File: config.mk
export PLATFORM = sky130hd
export DESIGN_NAME = rgb_color_fade_sequencer_top
export DESIGN_NICKNAME = d
export VERILOG_FILES = /design/src/rtl/rcfs_pkg.sv /design/src/rtl/rcfs_timer.sv /design/src/rtl/rcfs_channel.sv /design/src/rtl/rgb_color_fade_sequencer_top.sv
export SDC_FILE = /design/constraint.sdc
export NUM_CORES = 1
export LEC_CHECK = 0
export ABC_AREA = 1
export BUFFER_PORTS_ARGS = -buffer_cell sky130_fd_sc_hd__buf_2
export CAP_MARGIN = 20
export CORE_MARGIN = 3
export CORE_UTILIZATION = 45
export CTS_BUF_LIST = sky130_fd_sc_hd__clkbuf_8
export DETAILED_ROUTE_END_ITERATION = 8
export GPL_TIMING_DRIVEN = 0
export PLACE_DENSITY = 0.72
export SYNTH_ARGS = -nofsm -noshare
export SYNTH_HDL_FRONTEND = slang
export SYNTH_SLANG_ARGS = --single-unit
File: constraint.sdc
create_clock -name clk -period 6.1 [get_ports clk]
set_clock_uncertainty 0.2 [all_clocks]
set_input_delay 0.61 -clock clk [delete_from_list [all_inputs] [get_ports clk]]
set_output_delay 0.61 -clock clk [all_outputs]
set_load 0.02 [all_outputs]
File: src/rtl/rcfs_pkg.sv
`timescale 1ns / 1ps

package rcfs_pkg;

    localparam int SEQUENCE_LENGTH = 9;
    localparam int IDX_W           = 4;
    localparam int LEVEL_W         = 8;
    localparam int TIMER_W         = 16;
    localparam int CFG_DATA_W      = 16;
    localparam int CFG_IDX_W       = 2;

    localparam logic [TIMER_W-1:0] FADE_INTERVAL_RESET  = 16'd10;
    localparam logic [LEVEL_W-1:0] FADE_STEP_RESET      = 8'd1;
    localparam logic [TIMER_W-1:0] CYCLE_INTERVAL_RESET = 16'd5000;

    typedef enum logic [2:0] {
        CMD_TICK      = 3'd0,
        CMD_SET_ALL   = 3'd1,
        CMD_SET_RED   = 3'd2,
        CMD_SET_GREEN = 3'd3,
        CMD_SET_BLUE  = 3'd4
    } cmd_t;

    typedef enum logic [CFG_IDX_W-1:0] {
        REG_FADE_INTERVAL  = 2'd0,
        REG_FADE_STEP      = 2'd1,
        REG_CYCLE_MODE     = 2'd2,
        REG_CYCLE_INTERVAL = 2'd3
    } reg_idx_t;

    typedef struct packed {
        logic [LEVEL_W-1:0] red;
        logic [LEVEL_W-1:0] green;
        logic [LEVEL_W-1:0] blue;
    } color_t;

    // Timer decisions for the current beat.
    typedef struct packed {
        logic fade_fire;
        logic cycle_load;
    } timer_ctrl_t;

    // Per-channel update controls.
    typedef struct packed {
        logic fade_fire;
        logic cycle_load;
        logic set_target;
        logic recompute;
    } chan_ctrl_t;

    function automatic color_t color_lookup(input logic [IDX_W-1:0] idx);
        color_t c;
        unique case (idx)
            4'd0:    c = '{8'd255, 8'd0,   8'd0};
            4'd1:    c = '{8'd0,   8'd255, 8'd0};
            4'd2:    c = '{8'd0,   8'd0,   8'd255};
            4'd3:    c = '{8'd255, 8'd255, 8'd255};
            4'd4:    c = '{8'd255, 8'd255, 8'd0};
            4'd5:    c = '{8'd255, 8'd0,   8'd255};
            4'd6:    c = '{8'd255, 8'd120, 8'd0};
            4'd7:    c = '{8'd0,   8'd255, 8'd255};
            4'd8:    c = '{8'd255, 8'd255, 8'd255};
            default: c = '{8'd0,   8'd0,   8'd0};
        endcase
        return c;
    endfunction

endpackage

File: src/rtl/rcfs_timer.sv
`timescale 1ns / 1ps

module rcfs_timer (
    input  logic                                clk,
    input  logic                                rst_n,
    input  logic                                tick_en,
    input  logic [rcfs_pkg::TIMER_W-1:0]        fade_interval,
    input  logic                                cycle_mode,
    input  logic [rcfs_pkg::TIMER_W-1:0]        cycle_interval,
    output rcfs_pkg::timer_ctrl_t               ctrl,
    output rcfs_pkg::color_t                    color
);

    logic [rcfs_pkg::TIMER_W-1:0] fade_elapsed_reg, fade_elapsed_next;
    logic [rcfs_pkg::TIMER_W-1:0] cycle_elapsed_reg, cycle_elapsed_next;
    logic [rcfs_pkg::IDX_W-1:0]   cycle_index_reg, cycle_index_next;
    logic [rcfs_pkg::TIMER_W-1:0] fade_inc, cycle_inc;
    logic [rcfs_pkg::IDX_W:0]     index_inc;

    always_comb
    begin
        // saturating counts
        fade_inc  = (&fade_elapsed_reg) ? fade_elapsed_reg
                                        : fade_elapsed_reg + rcfs_pkg::TIMER_W'(1);
        cycle_inc = (&cycle_elapsed_reg) ? cycle_elapsed_reg
                                         : cycle_elapsed_reg + rcfs_pkg::TIMER_W'(1);
        index_inc = {1'b0, cycle_index_reg} + (rcfs_pkg::IDX_W+1)'(1);

        ctrl.fade_fire  = tick_en && (fade_inc >= fade_interval);
        ctrl.cycle_load = tick_en && cycle_mode && (cycle_inc >= cycle_interval);
        color           = rcfs_pkg::color_lookup(cycle_index_reg);

        fade_elapsed_next  = fade_elapsed_reg;
        cycle_elapsed_next = cycle_elapsed_reg;
        cycle_index_next   = cycle_index_reg;
        if (tick_en)
        begin
            fade_elapsed_next  = ctrl.fade_fire ? '0 : fade_inc;
            cycle_elapsed_next = ctrl.cycle_load ? '0 : cycle_inc;
        end
        if (ctrl.cycle_load)
        begin
            if (index_inc >= (rcfs_pkg::IDX_W+1)'(rcfs_pkg::SEQUENCE_LENGTH))
                cycle_index_next = '0;
            else
                cycle_index_next = index_inc[rcfs_pkg::IDX_W-1:0];
        end
    end

    always_ff @(posedge clk or negedge rst_n)
    begin
        if (!rst_n)
        begin
            fade_elapsed_reg  <= '0;
            cycle_elapsed_reg <= '0;
            cycle_index_reg   <= '0;
        end
        else
        begin
            fade_elapsed_reg  <= fade_elapsed_next;
            cycle_elapsed_reg <= cycle_elapsed_next;
            cycle_index_reg   <= cycle_index_next;
        end
    end

endmodule

File: src/rtl/rcfs_channel.sv
`timescale 1ns / 1ps

module rcfs_channel (
    input  logic                             clk,
    input  logic                             rst_n,
    input  rcfs_pkg::chan_ctrl_t             ctrl,
    input  logic [rcfs_pkg::LEVEL_W-1:0]     set_value,
    input  logic [rcfs_pkg::LEVEL_W-1:0]     color_value,
    input  logic [rcfs_pkg::LEVEL_W-1:0]     fade_step,
    output logic [rcfs_pkg::LEVEL_W-1:0]     level,
    output logic                             moving
);

    typedef enum logic [1:0] {
        DIR_STILL = 2'd0,
        DIR_UP    = 2'd1,
        DIR_DOWN  = 2'd2
    } dir_t;

    logic [rcfs_pkg::LEVEL_W-1:0] level_reg, level_next;
    logic [rcfs_pkg::LEVEL_W-1:0] target_reg, target_next;
    dir_t                         dir_reg, dir_next;
    logic [rcfs_pkg::LEVEL_W-1:0] stepped_level;
    dir_t                         stepped_dir;
    logic [rcfs_pkg::LEVEL_W:0]   gap_up, gap_down, step_ext;

    function automatic dir_t compare_dir(input logic [rcfs_pkg::LEVEL_W-1:0] tgt,
                                         input logic [rcfs_pkg::LEVEL_W-1:0] cur);
        dir_t d;
        if (tgt > cur)
            d = DIR_UP;
        else if (tgt < cur)
            d = DIR_DOWN;
        else
            d = DIR_STILL;
        return d;
    endfunction

    always_comb
    begin
        gap_up   = {1'b0, target_reg} - {1'b0, level_reg};
        gap_down = {1'b0, level_reg} - {1'b0, target_reg};
        step_ext = {1'b0, fade_step};

        // fade step, landing on the target instead of passing it
        stepped_level = level_reg;
        stepped_dir   = dir_reg;
        if (ctrl.fade_fire)
        begin
            unique case (dir_reg)
                DIR_UP:
                begin
                    if ((target_reg <= level_reg) || (gap_up <= step_ext))
                    begin
                        stepped_level = target_reg;
                        stepped_dir   = DIR_STILL;
                    end
                    else
                        stepped_level = level_reg + fade_step;
                end
                DIR_DOWN:
                begin
                    if ((level_reg <= target_reg) || (gap_down <= step_ext))
                    begin
                        stepped_level = target_reg;
                        stepped_dir   = DIR_STILL;
                    end
                    else
                        stepped_level = level_reg - fade_step;
                end
                default: ;
            endcase
        end

        level_next  = stepped_level;
        target_next = target_reg;
        dir_next    = stepped_dir;
        if (ctrl.cycle_load)
        begin
            target_next = color_value;
            dir_next    = compare_dir(color_value, stepped_level);
        end
        else if (ctrl.recompute)
        begin
            target_next = ctrl.set_target ? set_value : target_reg;
            dir_next    = compare_dir(target_next, level_reg);
        end
    end

    always_ff @(posedge clk or negedge rst_n)
    begin
        if (!rst_n)
        begin
            level_reg  <= '0;
            target_reg <= '0;
            dir_reg    <= DIR_STILL;
        end
        else
        begin
            level_reg  <= level_next;
            target_reg <= target_next;
            dir_reg    <= dir_next;
        end
    end

    assign level  = level_reg;
    assign moving = (dir_reg != DIR_STILL);

endmodule

File: src/rtl/rgb_color_fade_sequencer_top.sv
`timescale 1ns / 1ps

// Three-channel LED level fader with automatic colour cycling.
//
// Input channel (in_valid/in_ready): one beat carries a command and three
// values. Command tick advances the fade and cycle timers by one ms; the
// set commands load all three targets or a single one.
// Output channel (out_valid/out_ready): exactly one beat per input beat,
// carrying the three levels and the fading flag after that command.
//
// An input beat is captured into the input register, then moves into the
// channel state registers, from which its result is presented.
// Throughput is one beat per cycle while out_ready stays high: the state
// update is one short add/compare per channel plus the saturating timers.
//
// Stall: while a result waits on out_ready, one more input beat is held
// in the input register; in_ready drops only when both are occupied.
// Reset (rst_n low, async) clears levels, targets, timers and cycle index
// and restores the register defaults. Config writes (cfg_we) take effect
// at once and are meant for idle periods.
module rgb_color_fade_sequencer_top (
    input  logic                                clk,
    input  logic                                rst_n,
    input  logic                                cfg_we,
    input  logic [rcfs_pkg::CFG_IDX_W-1:0]      cfg_index,
    input  logic [rcfs_pkg::CFG_DATA_W-1:0]     cfg_data,
    input  logic                                in_valid,
    output logic                                in_ready,
    input  logic [2:0]                          command,
    input  logic [7:0]                          red_value,
    input  logic [7:0]                          green_value,
    input  logic [7:0]                          blue_value,
    output logic                                out_valid,
    input  logic                                out_ready,
    output logic [7:0]                          red_level,
    output logic [7:0]                          green_level,
    output logic [7:0]                          blue_level,
    output logic                                fading
);

    // configuration registers
    logic [rcfs_pkg::TIMER_W-1:0] fade_interval_reg;
    logic [rcfs_pkg::LEVEL_W-1:0] fade_step_reg;
    logic                         cycle_mode_reg;
    logic [rcfs_pkg::TIMER_W-1:0] cycle_interval_reg;

    always_ff @(posedge clk or negedge rst_n)
    begin
        if (!rst_n)
        begin
            fade_interval_reg  <= rcfs_pkg::FADE_INTERVAL_RESET;
            fade_step_reg      <= rcfs_pkg::FADE_STEP_RESET;
            cycle_mode_reg     <= 1'b0;
            cycle_interval_reg <= rcfs_pkg::CYCLE_INTERVAL_RESET;
        end
        else if (cfg_we)
        begin
            unique case (rcfs_pkg::reg_idx_t'(cfg_index))
                rcfs_pkg::REG_FADE_INTERVAL:  fade_interval_reg  <= cfg_data;
                rcfs_pkg::REG_FADE_STEP:      fade_step_reg      <= cfg_data[7:0];
                rcfs_pkg::REG_CYCLE_MODE:     cycle_mode_reg     <= cfg_data[0];
                rcfs_pkg::REG_CYCLE_INTERVAL: cycle_interval_reg <= cfg_data;
                default: ;
            endcase
        end
    end

    // input register
    logic        in_valid_reg;
    logic [2:0]  cmd_reg;
    logic [7:0]  red_reg, green_reg, blue_reg;
    logic        out_valid_reg;
    logic        advance;

    // the held beat moves into the state when the result slot is free
    assign advance  = in_valid_reg && (!out_valid_reg || out_ready);
    assign in_ready = !in_valid_reg || advance;

    always_ff @(posedge clk or negedge rst_n)
    begin
        if (!rst_n)
        begin
            in_valid_reg  <= 1'b0;
            out_valid_reg <= 1'b0;
        end
        else
        begin
            if (in_ready)
                in_valid_reg <= in_valid;
            if (advance)
                out_valid_reg <= 1'b1;
            else if (out_ready)
                out_valid_reg <= 1'b0;
        end
    end

    always_ff @(posedge clk)
    begin
        if (in_valid && in_ready)
        begin
            cmd_reg   <= command;
            red_reg   <= red_value;
            green_reg <= green_value;
            blue_reg  <= blue_value;
        end
    end

    // command decode; unknown codes leave the state untouched
    logic tick_en, set_any, set_red, set_green, set_blue;

    always_comb
    begin
        tick_en   = 1'b0;
        set_any   = 1'b0;
        set_red   = 1'b0;
        set_green = 1'b0;
        set_blue  = 1'b0;
        if (advance)
        begin
            unique case (rcfs_pkg::cmd_t'(cmd_reg))
                rcfs_pkg::CMD_TICK:      tick_en = 1'b1;
                rcfs_pkg::CMD_SET_ALL:
                begin
                    set_any   = 1'b1;
                    set_red   = 1'b1;
                    set_green = 1'b1;
                    set_blue  = 1'b1;
                end
                rcfs_pkg::CMD_SET_RED:
                begin
                    set_any = 1'b1;
                    set_red = 1'b1;
                end
                rcfs_pkg::CMD_SET_GREEN:
                begin
                    set_any   = 1'b1;
                    set_green = 1'b1;
                end
                rcfs_pkg::CMD_SET_BLUE:
                begin
                    set_any  = 1'b1;
                    set_blue = 1'b1;
                end
                default: ;
            endcase
        end
    end

    rcfs_pkg::timer_ctrl_t timer_ctrl;
    rcfs_pkg::color_t      color;

    rcfs_timer u_timer (
        .clk            (clk),
        .rst_n          (rst_n),
        .tick_en        (tick_en),
        .fade_interval  (fade_interval_reg),
        .cycle_mode     (cycle_mode_reg),
        .cycle_interval (cycle_interval_reg),
        .ctrl           (timer_ctrl),
        .color          (color)
    );

    rcfs_pkg::chan_ctrl_t red_ctrl, green_ctrl, blue_ctrl;
    logic red_moving, green_moving, blue_moving;

    assign red_ctrl   = '{timer_ctrl.fade_fire, timer_ctrl.cycle_load, set_red,   set_any};
    assign green_ctrl = '{timer_ctrl.fade_fire, timer_ctrl.cycle_load, set_green, set_any};
    assign blue_ctrl  = '{timer_ctrl.fade_fire, timer_ctrl.cycle_load, set_blue,  set_any};

    rcfs_channel u_red (
        .clk         (clk),
        .rst_n       (rst_n),
        .ctrl        (red_ctrl),
        .set_value   (red_reg),
        .color_value (color.red),
        .fade_step   (fade_step_reg),
        .level       (red_level),
        .moving      (red_moving)
    );

    rcfs_channel u_green (
        .clk         (clk),
        .rst_n       (rst_n),
        .ctrl        (green_ctrl),
        .set_value   (green_reg),
        .color_value (color.green),
        .fade_step   (fade_step_reg),
        .level       (green_level),
        .moving      (green_moving)
    );

    rcfs_channel u_blue (
        .clk         (clk),
        .rst_n       (rst_n),
        .ctrl        (blue_ctrl),
        .set_value   (blue_reg),
        .color_value (color.blue),
        .fade_step   (fade_step_reg),
        .level       (blue_level),
        .moving      (blue_moving)
    );

    // the channel state registers double as the result register
    assign out_valid = out_valid_reg;
    assign fading    = red_moving || green_moving || blue_moving;

    // assertions
    a_ready_when_empty: assert property (@(posedge clk) disable iff (!rst_n)
        !out_valid_reg |-> in_ready)
        else $error("input not ready while result slot empty");

    a_advance_gives_result: assert property (@(posedge clk) disable iff (!rst_n)
        advance |=> out_valid_reg)
        else $error("advanced beat produced no result");

    a_held_beat_stays: assert property (@(posedge clk) disable iff (!rst_n)
        (in_valid_reg && !advance) |=> (in_valid_reg && $stable(cmd_reg)))
        else $error("held input beat lost or changed");

    a_no_load_in_manual: assert property (@(posedge clk) disable iff (!rst_n)
        !cycle_mode_reg |-> !timer_ctrl.cycle_load)
        else $error("table colour loaded in manual mode");

endmodule

## After elaboration in Yosys (flattened, before gate mapping)

Memory sizes are Yosys's and may differ from the RTL's.
Index checks and enable logic that the tools add are counted.

| storage, ports and cells | value |
|---|---|
| register bits | 160 |
| memories | 1 |
| output and inout port bits | 27 |
| bits in read-only memories | 384 |

| cells by class | value |
|---|---|
| muxes and demuxes | 68 |
| eq/ne operators | 19 |
| reductions and logical operators | 41 |
| order comparisons | 27 |
| add/sub/neg operators | 15 |

Memories:

| name | words | width | read ports | clocked after Yosys merged registers in | wr ports | line | source |
|---|---|---|---|---|---|---|---|
| (name not given) | 16 | 24 | 1 | 0 | 0 | rcfs_pkg.sv:53 | `unique case (idx)` |

Operators with widths:

| cell | number |
|---|---|
| 2-to-1 mux 8 bit | 18 |
| 2-to-1 mux 16 bit | 4 |
| <= comparator 9 x 8 -> 1 bit | 6 |
| 2-to-1 mux 2 bit | 27 |
| subtractor 8 x 8 -> 9 bit | 6 |
| > comparator 8 bit | 6 |
| <= comparator 8 bit | 6 |
| less-than comparator 8 bit | 6 |
| one-hot mux 8 bit (2 select lines) | 3 |
| adder 16 x 1 -> 16 bit (second input constant) | 2 |
| >= comparator 16 bit | 2 |
| AND reduction 16 bit | 2 |
| adder 8 bit | 3 |
| != test 4 x 3 -> 1 bit (second input constant) | 6 |
| subtractor 8 bit | 3 |
| 2-to-1 mux 1 bit | 12 |
| one-hot mux 2 bit (2 select lines) | 3 |
| AND reduction 4 bit | 3 |
| nonzero test 4 bit | 3 |
| equality test 2 bit (second input constant) | 5 |
| logical OR 1 bit | 10 |
| nonzero test 2 bit | 5 |
| equality test 2 x 1 -> 1 bit (second input constant) | 4 |
| AND reduction 2 bit | 4 |
| other kinds (13) | 21 |

## Longest topological paths before layout

| logic depth | value |
|---|---|
| depth in word-level cells | 10 |
| depth in mapped cells | 35 |
| mapped depth without buffers | 34 |

## Modules after synthesis

From an unflattened synthesis, not the netlist that was laid out.

| unflattened totals | value |
|---|---|
| cell total of the unflattened synthesis | 2143 |
| area total of the unflattened synthesis | 16334.4 um2 |

Modules (own cells, without submodules):

| module | cells an instance | area each (um2) | instances | seq. area each (um2) |
|---|---|---|---|---|
| rcfs_timer | 522 | 3728.6 | 1 | 900.9 |
| rcfs_channel at u_red | 474 | 3415.8 | 1 | 450.4 |
| rcfs_channel at u_blue | 472 | 3363.2 | 1 | 450.4 |
| rcfs_channel at u_green | 472 | 3347.0 | 1 | 450.4 |
| rgb_color_fade_sequencer_top | 203 | 2479.9 | 1 | 1896.8 |

## Worst setup path before layout

OpenSTA, ideal clock, no wires.

| timing path | value |
|---|---|
| path type | reg2reg |
| start | register u_blue.level_reg, in the netlist u_blue.level[1] |
| end | register u_blue.dir_reg[0] |
| path slack | 1.593 ns |
| clock period less this slack | 4.507 ns |
| data arrival time | 4.189 ns |
| data required time | 5.783 ns |
| cell stages (with the launch flop) | 27 |
| buffers on the path | 0 |
| library setup time | 0.117 ns |
| cell sequence | dfrtp_1 > inv_1 > ha_1 > nand2_1 > inv_1 > a21oi_1 > o21ai_0 > a31oi_1 > xor2_1 > ha_1 > nand3_1 > or3b_1 > nand2_1 > nand2_2 > nand2_4 > nand3_1 > nand3_1 > o21ai_1 > ha_1 > a21oi_1 > nor2_1 > a211oi_1 > nor2_1 > o21ai_0 > o22ai_1 > inv_1 > nand2_1 |

| between the ends | value |
|---|---|
| longest elaborated chain between the ends | 9 |

RTL lines:

| what | line | source |
|---|---|---|
| from (decl) | rcfs_channel.sv:20 | `logic [rcfs_pkg::LEVEL_W-1:0] level_reg, level_next;` |
| from (signal assigned) | rcfs_channel.sv:100 | `level_reg <= level_next;` |
| subtractor 8 x 8 -> 9 bit, on equally long branches | rcfs_channel.sv:42, rcfs_channel.sv:41 |  |
| <= comparator 9 x 8 -> 1 bit, on equally long branches | rcfs_channel.sv:63, rcfs_channel.sv:53 |  |
| logical OR 1 bit, on equally long branches | rcfs_channel.sv:63, rcfs_channel.sv:53 |  |
| 2-to-1 mux 8 bit, on equally long branches | rcfs_channel.sv:63, rcfs_channel.sv:53 |  |
| one-hot mux 8 bit (2 select lines) | rcfs_channel.sv:50 | `unique case (dir_reg)` |
| 2-to-1 mux 8 bit | rcfs_channel.sv:48 | `if (ctrl.fade_fire)` |
| > comparator 8 bit | rcfs_channel.sv:30 | `if (tgt > cur)` |
| 2-to-1 mux 2 bit | rcfs_channel.sv:30 |  |
| 2-to-1 mux 2 bit | rcfs_channel.sv:78 | `if (ctrl.cycle_load)` |
| to (signal assigned) | rcfs_channel.sv:102 | `dir_reg <= dir_next;` |
| to (decl) | rcfs_channel.sv:22 | `dir_t dir_reg, dir_next;` |

Parallel ways exist; a longest one is shown, timed or not.
A chain may end at the register's enable or synchronous reset.

## Worst setup path after layout

| timing path | value |
|---|---|
| start | register u_blue.level_reg, in the netlist u_blue.level[1] |
| end | register u_blue.dir_reg[0] |

| between the ends | value |
|---|---|
| longest elaborated chain between the ends | 9 |

RTL lines:

| what | line |
|---|---|
| subtractor 8 x 8 -> 9 bit, on equally long branches | rcfs_channel.sv:42, rcfs_channel.sv:41 |
| <= comparator 9 x 8 -> 1 bit, on equally long branches | rcfs_channel.sv:63, rcfs_channel.sv:53 |
| logical OR 1 bit, on equally long branches | rcfs_channel.sv:63, rcfs_channel.sv:53 |
| 2-to-1 mux 8 bit, on equally long branches | rcfs_channel.sv:63, rcfs_channel.sv:53 |
| one-hot mux 8 bit (2 select lines) * | rcfs_channel.sv:50 |
| 2-to-1 mux 8 bit * | rcfs_channel.sv:48 |
| named net u_blue.level_next (one bit) | rcfs_channel.sv:20 |
| > comparator 8 bit * | rcfs_channel.sv:30 |
| 2-to-1 mux 2 bit * | rcfs_channel.sv:30 |
| 2-to-1 mux 2 bit * | rcfs_channel.sv:78 |

Mark *: on every way through the listed nets, which the timed path passes. The rest lies on a longest branch.

==> impl_metrics.ini <==
[finish]
combined_area_of_the_multi_input_logic_cells_um2 = 9530
register_area_um2 = 4150
ratio_of_cells_with_drive_above_1_in_the_final_layout_pct = 10.3
fillerInstances = 3270
antennaDiodeCount = 0
finish.net_count = 2415
syn2layout_area_growth_pct = 9.17

[detailed_routing]
drt_iter0_markers = 952
drt.antenna.violating_nets = 0
drc = 0
drtPass1Iterations = 5
wl_um = 41800
drt-vias-per-instance = 5.33
total_vias_in_the_final_route = 13742
detail_route.wl_per_cell_um = 16.2

[critical_path]
worstPathMaxFanout = 10
worstSetupEndpointType = register
timing_worst_setup_path_type = register to register
cpMaxStageDelayCell = dfrtp_1
critical_path.startpoint_type = register
critPathRequiredTime_ps = 6280
r2r_start = u_blue.level[1]
critical_path.max_stage_delay_ps = 620
setup.worst_path.start = u_blue.level[1]
worst_ep_arrival_time_ps = 5370

[clocking]
post_cts_hold_buffer_count = 1
tritoncts = built
clock_latency_ps = 500
cts-buffers-inserted = 17
postCtsResizedCells = 0
post-cts-setup-buffer-count = 0
cts.sinks = 160
clock_tree.htree_level_count = 4
ctsRootBufferMaster = clkbuf_8
cts.clk_slew.worst_paths_ps = 90
clockBufferDepth = 2

[place]
numPortBuffers = 76
detailed_place_hpwl_um = 33200
place.gp.congestion = 0.956

[global_route]
globalRouteOverflowTotal = 0
antenna_violations_before_repair = 0
grt_max_degree = 101
grt_pass1_vias = 13422
grt_pass1_wl_um = 67500
globalRouteTotalUtil_pct = 23.3

[floorplan]
boundaryPins = 77
core.rowCount = 66
core_box_area_um2 = 32900
chip_width_um = 189
dieArea_um2 = 35800
initial_core_util_pct = 46.0
die_height_um = 189

[power_and_ir_drop]
power.ir.vdd_worst_uv = 230
total_leakage_power_nw = 8.74
power_per_cell_area_nw_per_um2 = 589

[worst_hold_path]
kind_of_path_behind_the_tightest_hold_check = primary input to register
worst_hold_startpoint = red_value[6]

[logic_synthesis]
synth.largest_area_cell = dfrtp_1
synth-seq-cells = 160
ys_seq_area_share_pct = 27.4
syn-instance-count = 2026
synth_top_area_share_pct = 20.7
asyncSetResetFlopFracSynth_pct = 83.1
synth_top_cells_by_area = dfrtp_1, ha_1, nand2_1, inv_1, edfxtp_1
synth.yosys.warnings = 0
postSynth.topFlopCell = dfrtp_1
post_synth_instance_area_um2 = 15100
synth_edf_count = 27
synth_fp_nets = 2317
synth.lib_cells_used.distinct = 61
syn-mean-instance-area_um2 = 7.47

[timing]
layout_min_cycle_time_ps = 5190
rsz0062_at_grt = no
worst_slew_margin_rel_pct = 37.3
timing.setup.tns_ps = 0
setup_viol = 0
final-hold-violation-count = 0
share_of_the_clock_period_used_by_the_worst_path_pct = 85.1
finalHoldWorstSlack_ps = 93.3
timing.final.max_slew_violations = 0
tightest_slew_ps = 940
max_clock_freq_mhz = 193

[outcome]
status = finished, final reports clean

[flow_run]
timing.max_cap.violations = 0
-- worst max-delay path, delay by kind of cell, from the launching register on --
family	cells	cell delay [ps]
AOI/OAI and AO/OA	7	1220
xor gates and xnor gates	1	190
DFF	1	620
adders and majority gates	3	830
buffers and inverters	4	500
and+or+nand+nor	13	1530
-- area by class of cell --
type                            instances  area share, %
Inverter                              324           7.38
Multi-Input combinational cell       1498           57.7
Clock inverter                         15          0.894
Clock buffer                           17           1.42
Sequential cell                       160           25.1
Tap cell                              442           3.35
Buffer                                 44           1.39
Timing Repair Buffer                   79           2.74
-- kinds of logic after synthesis --
group / Yosys count / synth area share, %
and+or+nand+nor: 813 / 23.9
buffers and inverters: 368 / 9.57
DFF: 160 / 27.4
xor gates and xnor gates: 91 / 5.32
adders and majority gates: 241 / 20.5
AOI/OAI and AO/OA: 352 / 13.1
muxes: 1 / 0.0744
-- per-stage QoR --
stage	std cells	utilization (%)	cell area, um2	setup slack (ps)	power, W
finish	2579	50.2	16500	907	0.00973
global route	2579	50.2	16500	418	0.0108
CTS	2579	50.2	16500	928	0.00968
detailed placement	2546	49.0	16100	930	0.00884
global placement	2544	48.9	16100	1020	0.00857
floorplan	2026	-	15100	1590	0.00713
-- power breakdown --
part | total [W] | switching (W) | internal (W)
Combinational | 0.00716 | 0.00450 | 0.00266
Sequential | 0.00177 | 0.000385 | 0.00139
Clock | 0.000798 | 0.000463 | 0.000336
-- path summary, 6_finish.rpt --
kind                                           to  slack, ps  cells after the start
setup / recovery                u_blue.dir_reg[0]        910                     28
hold / removal                         red_reg[6]         90                      1
setup reg to reg                u_blue.dir_reg[0]        910                     28
hold reg to reg             fade_interval_reg[14]        290                      2
max in group asynchronous  cycle_interval_reg[12]       4450                      3
min in group asynchronous      u_green.dir_reg[1]        390                      2
-- placed cells by master, fill, tap and decap left out, types with 3 or more instances in the layout --
cell type / count
nand2_4: 6
a31oi_1: 13
ha_1: 229
xor2_1: 72
nand2_2: 17
nand2_1: 461
o211ai_1: 6
fa_1: 12
nor3_1: 21
clkbuf_8: 18
nor2_4: 6
dfstp_2: 8
nand3_1: 123
nor3_2: 3
buf_2: 85
a211oi_1: 6
inv_2: 21
o22ai_1: 15
a21oi_1: 135
a21o_1: 21
dfrtp_1: 125
o21ai_0: 122
edfxtp_1: 27
inv_6: 5
buf_4: 9
clkbuf_1: 22
nand4_1: 32
inv_1: 303
nor2_2: 6
xnor2_1: 18
nor4_1: 3
o21ai_1: 12
nand3_2: 4
o21bai_1: 5
nor2_1: 119
inv_8: 3
-- cells in the mapped netlist (all sizes together) (23+ instances only) --
master and number:
nand4 35, a21oi 138, edfxtp 27, nor2 133, ha 229, dfrtp 125, nor3 25, inv 324
xor2 73, nand3 127, nand2 484, clkbuf 23, o21ai 135
-- layer usage --
layer	up-vias	share of wire [%]	GRT usage (%)
met5	-	0	0
met4	0	2.8	7.73
met3	68	5.0	3.28
met2	375	48	40.7
met1	6469	44	29.8
li1	6830	-	-
No activity file was read; power rests on OpenSTA's default activity.
